## src/design/wpg_pkg.sv

```systemverilog
// shared constants, types and the cordic angle table of the waypoint pattern generator
package wpg_pkg;

  localparam int MAX_POINTS_DEF   = 64;
  localparam int CORDIC_STEPS_DEF = 16;
  localparam int TABLE_LEN        = 24;

  // register indexes of the configuration port
  typedef enum logic [2:0] {
    REG_SHAPE_MODE      = 3'd0,
    REG_CENTER_X        = 3'd1,
    REG_CENTER_Y        = 3'd2,
    REG_CENTER_Z        = 3'd3,
    REG_SHAPE_SIZE      = 3'd4,
    REG_POINTS_PER_CYC  = 3'd5,
    REG_START_AT_CENTER = 3'd6
  } reg_idx_t;

  typedef enum logic [1:0] {
    MODE_LINE   = 2'd0,
    MODE_SQUARE = 2'd1,
    MODE_CIRCLE = 2'd2
  } mode_t;

  localparam logic [1:0]  RST_SHAPE_MODE = 2'd2;
  localparam logic [14:0] RST_CENTER_X   = 15'd11469;
  localparam logic [14:0] RST_CENTER_Y   = 15'd0;
  localparam logic [14:0] RST_CENTER_Z   = 15'd14746;
  localparam logic [12:0] RST_SHAPE_SIZE = 13'd1638;
  localparam logic [6:0]  RST_PPC        = 7'd8;
  localparam logic        RST_SAC        = 1'b1;

  // cordic gain in q30
  localparam logic [29:0] CORDIC_GAIN = 30'd652032874;

  typedef struct packed {
    logic load;
    logic prep;
    logic div_init;
    logic div_step;
    logic angle;
    logic rot_step;
    logic emit;
    logic [4:0] k;
  } cmd_t;

  typedef struct packed {
    logic is_direct;
    logic is_line;
    logic out_free;
  } status_t;

  function automatic logic [31:0] atan_entry(input logic [4:0] k);
    logic [31:0] v;
    case (k)
      5'd0:  v = 32'h20000000;
      5'd1:  v = 32'h12E4051E;
      5'd2:  v = 32'h09FB385B;
      5'd3:  v = 32'h051111D4;
      5'd4:  v = 32'h028B0D43;
      5'd5:  v = 32'h0145D7E1;
      5'd6:  v = 32'h00A2F61E;
      5'd7:  v = 32'h00517C55;
      5'd8:  v = 32'h0028BE53;
      5'd9:  v = 32'h00145F2F;
      5'd10: v = 32'h000A2F98;
      5'd11: v = 32'h000517CC;
      5'd12: v = 32'h00028BE6;
      5'd13: v = 32'h000145F3;
      5'd14: v = 32'h0000A2FA;
      5'd15: v = 32'h0000517D;
      5'd16: v = 32'h000028BE;
      5'd17: v = 32'h0000145F;
      5'd18: v = 32'h00000A30;
      5'd19: v = 32'h00000518;
      5'd20: v = 32'h0000028C;
      5'd21: v = 32'h00000146;
      5'd22: v = 32'h000000A3;
      5'd23: v = 32'h00000051;
      default: v = 32'h00000000;
    endcase
    return v;
  endfunction

endpackage

```

## src/design/wpg_if.sv

```systemverilog
// valid/ready channel interfaces: tick request, point result, configuration write
interface wpg_tick_if;
  logic valid;
  logic ready;
  logic tick;
  modport source (output valid, output tick, input ready);
  modport sink   (input valid, input tick, output ready);
  modport mon    (input valid, input tick, input ready);
endinterface

interface wpg_point_if;
  logic               valid;
  logic               ready;
  logic        [14:0] target_x;
  logic signed [14:0] target_y;
  logic        [14:0] target_z;
  logic        [6:0]  point_number;
  logic        [6:0]  point_count;
  modport source (output valid, output target_x, output target_y, output target_z,
                  output point_number, output point_count, input ready);
  modport sink   (input valid, input target_x, input target_y, input target_z,
                  input point_number, input point_count, output ready);
  modport mon    (input valid, input target_x, input target_y, input target_z,
                  input point_number, input point_count, input ready);
endinterface

interface wpg_cfg_if;
  logic        valid;
  logic        ready;
  logic [2:0]  reg_index;
  logic [14:0] data;
  modport source (output valid, output reg_index, output data, input ready);
  modport sink   (input valid, input reg_index, input data, output ready);
endinterface

```

## src/design/wpg_ctrl.sv

```systemverilog
// sequencing state machine: setup, serial divide, cordic rotation, result hand-off
module wpg_ctrl #(
  parameter int DIV_STEPS    = 40,
  parameter int CORDIC_STEPS = wpg_pkg::CORDIC_STEPS_DEF
) (
  input  logic             clk,
  input  logic             rst_n,
  input  logic             tick_req,
  input  wpg_pkg::status_t st,
  output logic             in_ready,
  output wpg_pkg::cmd_t    cmd
);

  localparam int MAXS = (DIV_STEPS > CORDIC_STEPS) ? DIV_STEPS : CORDIC_STEPS;
  localparam int CNTW = $clog2(MAXS);

  typedef enum logic [6:0] {
    S_IDLE  = 7'b0000001,
    S_PREP  = 7'b0000010,
    S_DIVI  = 7'b0000100,
    S_DIV   = 7'b0001000,
    S_ANGLE = 7'b0010000,
    S_ROT   = 7'b0100000,
    S_DONE  = 7'b1000000
  } state_t;

  state_t state_r, state_nxt;
  logic [CNTW-1:0] cnt_r, cnt_nxt;

  always_comb begin
    state_nxt = state_r;
    cnt_nxt   = cnt_r;
    cmd       = '0;
    in_ready  = 1'b0;
    case (state_r)
      S_IDLE: begin
        in_ready = 1'b1;
        if (tick_req) begin
          cmd.load  = 1'b1;
          state_nxt = S_PREP;
        end
      end
      S_PREP: begin
        cmd.prep  = 1'b1;
        state_nxt = st.is_direct ? S_DONE : S_DIVI;
      end
      S_DIVI: begin
        cmd.div_init = 1'b1;
        cnt_nxt      = '0;
        state_nxt    = S_DIV;
      end
      S_DIV: begin
        cmd.div_step = 1'b1;
        cnt_nxt      = cnt_r + 1'b1;
        if (cnt_r == CNTW'(DIV_STEPS - 1)) begin
          state_nxt = st.is_line ? S_DONE : S_ANGLE;
        end
      end
      S_ANGLE: begin
        cmd.angle = 1'b1;
        cnt_nxt   = '0;
        state_nxt = S_ROT;
      end
      S_ROT: begin
        cmd.rot_step = 1'b1;
        cmd.k        = 5'(cnt_r);
        cnt_nxt      = cnt_r + 1'b1;
        if (cnt_r == CNTW'(CORDIC_STEPS - 1)) begin
          state_nxt = S_DONE;
        end
      end
      S_DONE: begin
        if (st.out_free) begin
          cmd.emit  = 1'b1;
          state_nxt = S_IDLE;
        end
      end
      default: begin
        state_nxt = S_IDLE;
      end
    endcase
  end

  always_ff @(posedge clk) begin
    if (!rst_n) begin
      state_r <= S_IDLE;
      cnt_r   <= '0;
    end else begin
      state_r <= state_nxt;
      cnt_r   <= cnt_nxt;
    end
  end

endmodule

```

## src/design/wpg_dp.sv

```systemverilog
// datapath: config registers, position index, serial divider, cordic, output register
module wpg_dp #(
  parameter int MAX_POINTS = wpg_pkg::MAX_POINTS_DEF
) (
  input  logic                clk,
  input  logic                rst_n,
  input  wpg_pkg::cmd_t       cmd,
  output wpg_pkg::status_t    st,
  input  logic                cfg_we,
  input  logic [2:0]          cfg_index,
  input  logic [14:0]         cfg_data,
  input  logic                out_ready,
  output logic                out_valid,
  output logic        [14:0]  target_x,
  output logic signed [14:0]  target_y,
  output logic        [14:0]  target_z,
  output logic        [6:0]   point_number,
  output logic        [6:0]   point_count
);

  localparam int CW  = $clog2(MAX_POINTS + 2);
  localparam int SW  = CW + 2;
  localparam int MW  = SW + 14;
  localparam int DDW = CW + 33;
  localparam int DVW = CW + 1;
  localparam int ZW  = 34;
  localparam int OW  = 18;

  // configuration
  logic [1:0]         shape_mode_r;
  logic [14:0]        center_x_r;
  logic signed [14:0] center_y_r;
  logic [14:0]        center_z_r;
  logic [12:0]        shape_size_r;
  logic [6:0]         ppc_r;
  logic               sac_r;

  always_ff @(posedge clk) begin
    if (!rst_n) begin
      shape_mode_r <= wpg_pkg::RST_SHAPE_MODE;
      center_x_r   <= wpg_pkg::RST_CENTER_X;
      center_y_r   <= wpg_pkg::RST_CENTER_Y;
      center_z_r   <= wpg_pkg::RST_CENTER_Z;
      shape_size_r <= wpg_pkg::RST_SHAPE_SIZE;
      ppc_r        <= wpg_pkg::RST_PPC;
      sac_r        <= wpg_pkg::RST_SAC;
    end else if (cfg_we) begin
      case (cfg_index)
        wpg_pkg::REG_SHAPE_MODE:      shape_mode_r <= cfg_data[1:0];
        wpg_pkg::REG_CENTER_X:        center_x_r   <= cfg_data;
        wpg_pkg::REG_CENTER_Y:        center_y_r   <= cfg_data;
        wpg_pkg::REG_CENTER_Z:        center_z_r   <= cfg_data;
        wpg_pkg::REG_SHAPE_SIZE:      shape_size_r <= cfg_data[12:0];
        wpg_pkg::REG_POINTS_PER_CYC:  ppc_r        <= cfg_data[6:0];
        wpg_pkg::REG_START_AT_CENTER: sac_r        <= cfg_data[0];
        default: ;
      endcase
    end
  end

  // point selection
  logic [CW-1:0] idx_r;
  logic [CW-1:0] n_c, pat_c, cnt_c, pos_c;
  logic [CW-1:0] n_r, cnt_r, pos_r, i_r;
  logic          center_r, line_r, square_r;

  always_comb begin
    if (ppc_r < 7'd4) n_c = CW'(4);
    else if (32'(ppc_r) > MAX_POINTS) n_c = CW'(MAX_POINTS);
    else n_c = CW'(ppc_r);
    pat_c = (shape_mode_r == wpg_pkg::MODE_SQUARE) ? CW'(4) : n_c;
    cnt_c = pat_c + CW'(sac_r);
    pos_c = (idx_r < cnt_c) ? idx_r : '0;
  end

  always_ff @(posedge clk) begin
    if (cmd.load) begin
      n_r      <= n_c;
      cnt_r    <= cnt_c;
      pos_r    <= pos_c;
      i_r      <= pos_c - CW'(sac_r);
      center_r <= sac_r && (pos_c == '0);
      line_r   <= (shape_mode_r == wpg_pkg::MODE_LINE);
      square_r <= (shape_mode_r == wpg_pkg::MODE_SQUARE);
    end
  end

  // line numerator (2i-(n-1))*size
  logic signed [SW-1:0] a_s;
  logic signed [MW-1:0] prod_s;
  logic [MW-1:0]        mag_r;
  logic                 neg_r;

  assign a_s    = signed'({1'b0, i_r, 1'b0}) - signed'({2'b00, n_r - 1'b1});
  assign prod_s = a_s * signed'({1'b0, shape_size_r});

  always_ff @(posedge clk) begin
    if (cmd.prep) begin
      neg_r <= prod_s[MW-1];
      mag_r <= prod_s[MW-1] ? MW'(-prod_s) : MW'(prod_s);
    end
  end

  // serial restoring divider, also starting x of the rotation
  logic [DDW-1:0]      dq_r;
  logic [DVW-1:0]      rem_r, div_r;
  logic [DVW:0]        trial;
  logic                ge;
  logic [42:0]         gain_p;
  logic signed [ZW-1:0] x_r, y_r, z_r;
  logic [1:0]          quad_r;

  assign trial  = {rem_r, dq_r[DDW-1]};
  assign ge     = trial >= {1'b0, div_r};
  assign gain_p = shape_size_r * wpg_pkg::CORDIC_GAIN;

  // cordic step
  logic signed [ZW-1:0] xs, ys, at;
  assign xs = x_r >>> cmd.k;
  assign ys = y_r >>> cmd.k;
  assign at = ZW'(wpg_pkg::atan_entry(cmd.k));

  always_ff @(posedge clk) begin
    if (cmd.div_init) begin
      rem_r <= '0;
      x_r   <= ZW'((gain_p + 43'd8192) >> 14);
      if (line_r) begin
        dq_r  <= DDW'(mag_r) + DDW'(n_r - 1'b1);
        div_r <= {n_r - 1'b1, 1'b0};
      end else begin
        dq_r  <= {1'b0, i_r, 32'd0} + DDW'(n_r >> 1);
        div_r <= {1'b0, n_r};
      end
    end else if (cmd.div_step) begin
      rem_r <= ge ? DVW'(trial - {1'b0, div_r}) : DVW'(trial);
      dq_r  <= {dq_r[DDW-2:0], ge};
    end
    if (cmd.angle) begin
      quad_r <= dq_r[31:30];
      z_r    <= ZW'(dq_r[29:0]);
      y_r    <= '0;
    end else if (cmd.rot_step) begin
      if (!z_r[ZW-1]) begin
        x_r <= x_r - ys;
        y_r <= y_r + xs;
        z_r <= z_r - at;
      end else begin
        x_r <= x_r + ys;
        y_r <= y_r - xs;
        z_r <= z_r + at;
      end
    end
  end

  // offsets and final point
  logic signed [ZW-1:0] cc, ss;
  logic signed [ZW-1:0] cr, sr;
  logic [12:0]          half;
  logic signed [OW-1:0] dy, dz;
  logic signed [OW:0]   ty, tz;
  logic signed [14:0]   ty_sat;
  logic [14:0]          tz_sat;

  always_comb begin
    case (quad_r)
      2'd0:    begin cc = x_r;  ss = y_r;  end
      2'd1:    begin cc = -y_r; ss = x_r;  end
      2'd2:    begin cc = -x_r; ss = -y_r; end
      default: begin cc = y_r;  ss = -x_r; end
    endcase
    cr   = (cc + ZW'(32768)) >>> 16;
    sr   = (ss + ZW'(32768)) >>> 16;
    half = 13'((14'(shape_size_r) + 14'd1) >> 1);
    if (center_r) begin
      dy = '0;
      dz = '0;
    end else if (square_r) begin
      dy = (i_r == CW'(0) || i_r == CW'(3)) ? -OW'(half) : OW'(half);
      dz = (i_r < CW'(2)) ? -OW'(half) : OW'(half);
    end else if (line_r) begin
      dy = neg_r ? -OW'(dq_r[13:0]) : OW'(dq_r[13:0]);
      dz = '0;
    end else begin
      dy = OW'(cr);
      dz = OW'(sr);
    end
    ty = (OW+1)'(center_y_r) + (OW+1)'(dy);
    tz = signed'((OW+1)'(center_z_r)) + (OW+1)'(dz);
    if (ty < -(OW+1)'(16384)) ty_sat = -15'sd16384;
    else if (ty > (OW+1)'(16383)) ty_sat = 15'sd16383;
    else ty_sat = 15'(ty);
    if (tz < 0) tz_sat = 15'd0;
    else if (tz > (OW+1)'(32767)) tz_sat = 15'd32767;
    else tz_sat = 15'(tz);
  end

  // output register and position index
  logic out_valid_r;

  always_ff @(posedge clk) begin
    if (!rst_n) begin
      out_valid_r <= 1'b0;
      idx_r       <= '0;
    end else if (cmd.emit) begin
      out_valid_r <= 1'b1;
      idx_r       <= ((pos_r + 1'b1) >= cnt_r) ? '0 : pos_r + 1'b1;
    end else if (out_ready) begin
      out_valid_r <= 1'b0;
    end
  end

  always_ff @(posedge clk) begin
    if (cmd.emit) begin
      target_x     <= center_x_r;
      target_y     <= ty_sat;
      target_z     <= tz_sat;
      point_number <= 7'(pos_r);
      point_count  <= 7'(cnt_r);
    end
  end

  assign out_valid    = out_valid_r;
  assign st.is_direct = center_r | square_r;
  assign st.is_line   = line_r;
  assign st.out_free  = !out_valid_r || out_ready;

endmodule

```

## src/design/waypoint_pattern_generator.sv

```systemverilog
// top level of the waypoint pattern generator: controller plus datapath
// usage:
//   in_ch   : one request per timer tick; tick=1 asks for the next point,
//             tick=0 is taken and dropped with no result and no state change
//   out_ch  : one point per tick (x, y, z in q0.15 metres, point number, count)
//   cfg_ch  : register writes, always ready; the user must write only while no
//             request is in flight, as the block does not enforce it
// states per point, with defaults of 64 points and 16 cordic steps:
//   center point or square corner: idle, prep, done
//   line point: idle, prep, divider init, serial divide, done
//   circle point: as a line point, with angle setup and cordic rotation before done
//   one request is worked at a time; in_ch.ready is high only when idle
// reset: rst_n low clears the sequencer, position index and output valid, and
//   loads the default pattern (circle of 8 points with center first)
// stall: a finished point waits in the output register; the next request is
//   taken meanwhile and its result waits until the register is free
module waypoint_pattern_generator #(
  parameter int MAX_POINTS   = wpg_pkg::MAX_POINTS_DEF,
  parameter int CORDIC_STEPS = wpg_pkg::CORDIC_STEPS_DEF
) (
  input  logic       clk,
  input  logic       rst_n,
  wpg_tick_if.sink   in_ch,
  wpg_point_if.source out_ch,
  wpg_cfg_if.sink    cfg_ch
);

  // divider runs one quotient bit per cycle over the whole dividend
  localparam int DIV_STEPS = $clog2(MAX_POINTS + 2) + 33;

  wpg_pkg::cmd_t    cmd;
  wpg_pkg::status_t st;
  logic             in_ready;
  logic             tick_req;

  // a request with tick set starts a point
  assign tick_req     = in_ch.valid && in_ready && in_ch.tick;
  assign in_ch.ready  = in_ready;
  assign cfg_ch.ready = 1'b1;

  wpg_ctrl #(
    .DIV_STEPS    (DIV_STEPS),
    .CORDIC_STEPS (CORDIC_STEPS)
  ) u_ctrl (
    .clk      (clk),
    .rst_n    (rst_n),
    .tick_req (tick_req),
    .st       (st),
    .in_ready (in_ready),
    .cmd      (cmd)
  );

  wpg_dp #(
    .MAX_POINTS (MAX_POINTS)
  ) u_dp (
    .clk          (clk),
    .rst_n        (rst_n),
    .cmd          (cmd),
    .st           (st),
    .cfg_we       (cfg_ch.valid),
    .cfg_index    (cfg_ch.reg_index),
    .cfg_data     (cfg_ch.data),
    .out_ready    (out_ch.ready),
    .out_valid    (out_ch.valid),
    .target_x     (out_ch.target_x),
    .target_y     (out_ch.target_y),
    .target_z     (out_ch.target_z),
    .point_number (out_ch.point_number),
    .point_count  (out_ch.point_count)
  );

endmodule

```

## src/flat_wrapper.sv

```systemverilog
// flat-port wrapper written by rule: the top's interface ports become plain ports
module waypoint_pattern_generator_flat 
#(
  parameter int MAX_POINTS   = wpg_pkg::MAX_POINTS_DEF,
  parameter int CORDIC_STEPS = wpg_pkg::CORDIC_STEPS_DEF
)
  (clk, rst_n, in_ch_valid, in_ch_tick, in_ch_ready, out_ch_valid, out_ch_target_x, out_ch_target_y, out_ch_target_z, out_ch_point_number, out_ch_point_count, out_ch_ready, cfg_ch_valid, cfg_ch_reg_index, cfg_ch_data, cfg_ch_ready);
  wpg_tick_if in_ch_i ();
  wpg_point_if out_ch_i ();
  wpg_cfg_if cfg_ch_i ();
  input  logic clk;
  input  logic rst_n;
  input wire logic [$bits(in_ch_i.valid)-1:0] in_ch_valid;
  input wire logic [$bits(in_ch_i.tick)-1:0] in_ch_tick;
  output wire logic [$bits(in_ch_i.ready)-1:0] in_ch_ready;
  output wire logic [$bits(out_ch_i.valid)-1:0] out_ch_valid;
  output wire logic [$bits(out_ch_i.target_x)-1:0] out_ch_target_x;
  output wire logic [$bits(out_ch_i.target_y)-1:0] out_ch_target_y;
  output wire logic [$bits(out_ch_i.target_z)-1:0] out_ch_target_z;
  output wire logic [$bits(out_ch_i.point_number)-1:0] out_ch_point_number;
  output wire logic [$bits(out_ch_i.point_count)-1:0] out_ch_point_count;
  input wire logic [$bits(out_ch_i.ready)-1:0] out_ch_ready;
  input wire logic [$bits(cfg_ch_i.valid)-1:0] cfg_ch_valid;
  input wire logic [$bits(cfg_ch_i.reg_index)-1:0] cfg_ch_reg_index;
  input wire logic [$bits(cfg_ch_i.data)-1:0] cfg_ch_data;
  output wire logic [$bits(cfg_ch_i.ready)-1:0] cfg_ch_ready;
  assign in_ch_i.valid = in_ch_valid;
  assign in_ch_i.tick = in_ch_tick;
  assign in_ch_ready = in_ch_i.ready;
  assign out_ch_valid = out_ch_i.valid;
  assign out_ch_target_x = out_ch_i.target_x;
  assign out_ch_target_y = out_ch_i.target_y;
  assign out_ch_target_z = out_ch_i.target_z;
  assign out_ch_point_number = out_ch_i.point_number;
  assign out_ch_point_count = out_ch_i.point_count;
  assign out_ch_i.ready = out_ch_ready;
  assign cfg_ch_i.valid = cfg_ch_valid;
  assign cfg_ch_i.reg_index = cfg_ch_reg_index;
  assign cfg_ch_i.data = cfg_ch_data;
  assign cfg_ch_ready = cfg_ch_i.ready;
  waypoint_pattern_generator #(.MAX_POINTS(MAX_POINTS), .CORDIC_STEPS(CORDIC_STEPS)) u_core (.clk(clk), .rst_n(rst_n), .in_ch(in_ch_i), .out_ch(out_ch_i), .cfg_ch(cfg_ch_i));
endmodule
```

## config.mk

```make
export PLATFORM = sky130hd
export DESIGN_NAME = waypoint_pattern_generator_flat
export DESIGN_NICKNAME = d
export VERILOG_FILES = /design/src/design/wpg_pkg.sv /design/src/design/wpg_if.sv /design/src/design/wpg_ctrl.sv /design/src/design/wpg_dp.sv /design/src/design/waypoint_pattern_generator.sv /design/src/flat_wrapper.sv
export SDC_FILE = /design/constraint.sdc
export NUM_CORES = 2
export LEC_CHECK = 0
export BUFFER_PORTS_ARGS = -buffer_cell sky130_fd_sc_hd__buf_2
export CAP_MARGIN = 20
export CORE_UTILIZATION = 55
export DETAILED_ROUTE_END_ITERATION = 16
export GPL_TIMING_DRIVEN = 0
export PLACE_DENSITY = 0.7
export REMOVE_ABC_BUFFERS = 1
export SLEW_MARGIN = 5
export SYNTH_ARGS = -nofsm -noshare
export SYNTH_HDL_FRONTEND = slang
export SYNTH_HIERARCHICAL = 1
export SYNTH_SLANG_ARGS = --single-unit
```

## constraint.sdc

```tcl
create_clock -name clk -period 10.5 [get_ports clk]
set_clock_uncertainty 0.2 [all_clocks]
set_input_delay 0 -clock clk [delete_from_list [all_inputs] [get_ports clk]]
set_output_delay 0 -clock clk [all_outputs]
set_load 0.05 [all_outputs]
```

==> flow_metrics.tcl <==
set metrics [dict create \
    nNetsFinal 5582 \
    fin_util_pct 60.2 \
    wl_per_cell_um 20.7 \
    drt_iter0_markers 3495 \
    status "finished clean" \
    fin_total_pwr_uw 11700 \
    crit_fanout 12 \
    final_cells 6042 \
    num_rows 102 \
    layout_setup_ws_ps 478 \
    synth-seq-area-share_pct 21.4 \
    syn_area_per_cell_um2 8.65 \
    clock_latency_ps 620 \
    cts_tree "done" \
    p_switching_uw 5650 \
    crit_path_end_kind "flip-flop" \
    worst_pin_slew_ps 1200 \
    yosysWarningCount 6 \
    cp.required_ps 10630 \
    fp.dieW_um 282 \
    power_density_mw_per_mm2 251 \
    drive_above_1_share_pct 8.58 \
    seq_power_share_pct 15.4 \
    p_leak_uw 0.0202 \
    slowest_delay_ps 570 \
    p_int_uw 6060 \
    grt_pass1_vias 35400 \
    critPathLaunchType "flip-flop" \
    cp.arrival_ps 10160 \
    setup_viol 0 \
    grt_antenna_before_repair 1 \
    postSynth.asyncResetShare_pct 0 \
    hold_class "in -> reg" \
    drv_cap 0 \
    drv_slew 0 \
    r2r_setup_slack_ps 480 \
    clock-root-buffer "clkbuf_16" \
    start_util_pct 55.5 \
    netlist_instances 4974 \
    synth_top_flop_cell "edfxtp_1" \
    vdd_drop_max_mv 1.47 \
    place_ws_ps 187 \
    dp.cells 5911 \
    netlist_area_mm2 0.0430 \
    p_comb_share_pct 70.7 \
    globalRouteOverflowTotal 0 \
    dieArea_mm2 0.0793 \
    drc 0 \
    place.port_buffers 84 \
    clk_pin_slew_ps 60 \
    viasPerCell 6.17 \
    fin_crit_sh_pct 95.4 \
    grt_use_total_pct 31.2 \
    finalHoldViolations 0 \
    max_freq_mhz 99.8 \
    grt_pass1_wl_um 196000 \
    n_antenna_cell 0 \
    numCtsBuffers 45 \
    switching_share_pct 48.2 \
    rsz0062_at_grt "no" \
    cts_max_level 2 \
    ant_nets 0 \
    vias 37300 \
    dpl.hpwl_um 97000 \
    io_pins 86 \
    syn2layout_area_growth_pct 8.42 \
    totalWireLength_um 125000 \
    synth_cell_types 102 \
    place_congestion 1.01 \
    tns_ps 0 \
    die_h_um 282 \
    slew_headroom_pct 19.2 \
    slowest_stage "fa_1" \
    final.min_clock_period_ps 10020 \
    ys_seq_elements 363 \
    cts_sinks 363 \
    crit_top_cell "inv_1" \
    cts_buffer_depth 3 \
    crit_type "reg -> reg" \
    synth_edf_count 194 \
    firstDrtPassIters 6 \
    grt_max_degree 81 \
    pwr-share-clk_pct 13.9 \
    core_mm2 0.0775 \
]
## sequential cells by signal, indices dropped and copies added, names as in the netlist, 8 cells and up
signal                    flops
u_core/u_dp/dq_r             40
u_core/u_dp/x_r              34
u_core/u_dp/y_r              34
u_core/u_dp/z_r              34
u_core/u_dp/mag_r            23
u_core/u_dp/center_x_r       15
u_core/u_dp/center_y_r       15
u_core/u_dp/center_z_r       15
u_core/u_dp/target_x         15
u_core/u_dp/target_y         15
u_core/u_dp/target_z         15
u_core/u_dp/shape_size_r     13
u_core/u_dp/div_r             8
u_core/u_dp/rem_r             8
## Yosys cell counts (all sizes together) (35+ instances only)
library cell	number	area share (%)
a21o	99	1.7
a21boi	55	0.96
nor2b	52	0.76
nand3	119	1.4
ha	371	11
mux4	86	4.5
and3	47	0.68
nand2	486	4.2
nand2b	47	0.68
mux2	37	0.97
o211ai	35	0.61
nor3	76	0.92
clkbuf	182	1.6
a211oi	45	0.81
xnor2	287	5.8
and2	81	1.2
a31oi	55	0.80
o21ai	279	3.2
edfxtp	194	14
fa	221	10
nor2	369	3.2
mux2i	117	2.7
a21oi	328	3.8
inv	411	3.6
xor2	194	4.0
buf	67	0.82
dfxtp	169	7.9
## routing by layer
layer  vias to the layer above  GRT usage [%]  share of wire, %
li1                      17500              -                 -
met1                     18100           42.6                43
met2                      1438           49.6                46
met3                       256           5.39               7.7
met4                         0           10.9               3.5
met5                         -              0                 0
## critical path: cells and delay by family (launching register included)
family                   cells  cell delay, ps
AO/OA/AOI/OAI               12            2530
adder cells (fa/ha/maj)     10            4310
buffers and inverters        8            1110
XOR/XNOR                     3             720
flip-flops                   1             540
AND/OR/NAND/NOR              2             340
## cell type report
cell class | count | area, um^2
inverter | 416 | 1570
timing repair buffer | 194 | 1750
multi-input combinational | 3946 | 31300
clock buffer | 57 | 1210
clock inverter | 26 | 318
sequential | 363 | 9210
tap | 1040 | 1300
fill | 6943 | 30800
## cell families after synthesis
kind of cell | synth area share [%]
simple gates | 16.1
compound gates | 17.2
buf+inv | 6.04
fa+ha+maj | 21.2
xor+xnor | 9.79
flops | 21.4
mux | 8.22
other cells | 0.00872
## per-stage QoR
| step | cell area [um^2] | hold slack [ps] |
|---|---|---|
| after CTS | 46500 | 76.2 |
| after global routing | 46600 | 102 |
| after detailed placement | 44600 | 113 |
| final | 46600 | 94.1 |
| after floorplan | 42000 | -138 |
| after global placement | 43700 | 108 |
## cells in the final DEF (no fill, tap or decap), drive strengths merged, types with 18 or more instances in the layout
master       count
a211oi          45
a21boi          55
a21o            99
a21oi          328
a22oi           23
a31oi           55
and2            81
and3            47
buf            155
clkbuf          59
clkinv          20
dfxtp          169
dlygate4sd3     37
edfxtp         194
fa             221
ha             371
inv            414
mux2            37
mux2i          117
mux4            86
nand2          486
nand2b          47
nand3          119
nand4           33
nor2           369
nor2b           52
nor3            76
nor4            26
o211ai          35
o21a            34
o21ai          279
o21bai          31
o22ai           18
o31ai           31
or2             18
or3             32
xnor2          287
xor2           194
## path summary, 6_finish.rpt
| kind | from | to | cells after the start |
|---|---|---|---|
| hold / removal | cfg_ch_data[7] | u_core/u_dp/center_x_r[7] | 4 |
| hold reg to reg | u_core/u_dp/center_x_r[3] | u_core/u_dp/target_x[3] | 0 |
| setup reg to reg | u_core/u_dp/n_r[0] | u_core/u_dp/mag_r[13] | 35 |
| setup / recovery | u_core/u_dp/n_r[0] | u_core/u_dp/mag_r[13] | 35 |
## power groups by stage
stage / Clock [uW] / Sequential (uW) / Combinational (uW)
6_report: 1620 / 1810 / 8270
5_1_grt: 1700 / 1810 / 9230
4_1_cts: 1650 / 1810 / 8260
3_5_place_dp: 0 / 1840 / 8190
3_3_place_gp: 0 / 1850 / 8040
2_1_floorplan: 0 / 1810 / 6200
## what timing repair did
action	CTS	global route
hold endpoints to repair	84	0
endpoints found under the setup margin	0	19
hold buffers	37	0
buffers inserted	0	1
resized for setup	0	3
Power figures use the tool's default switching activity.
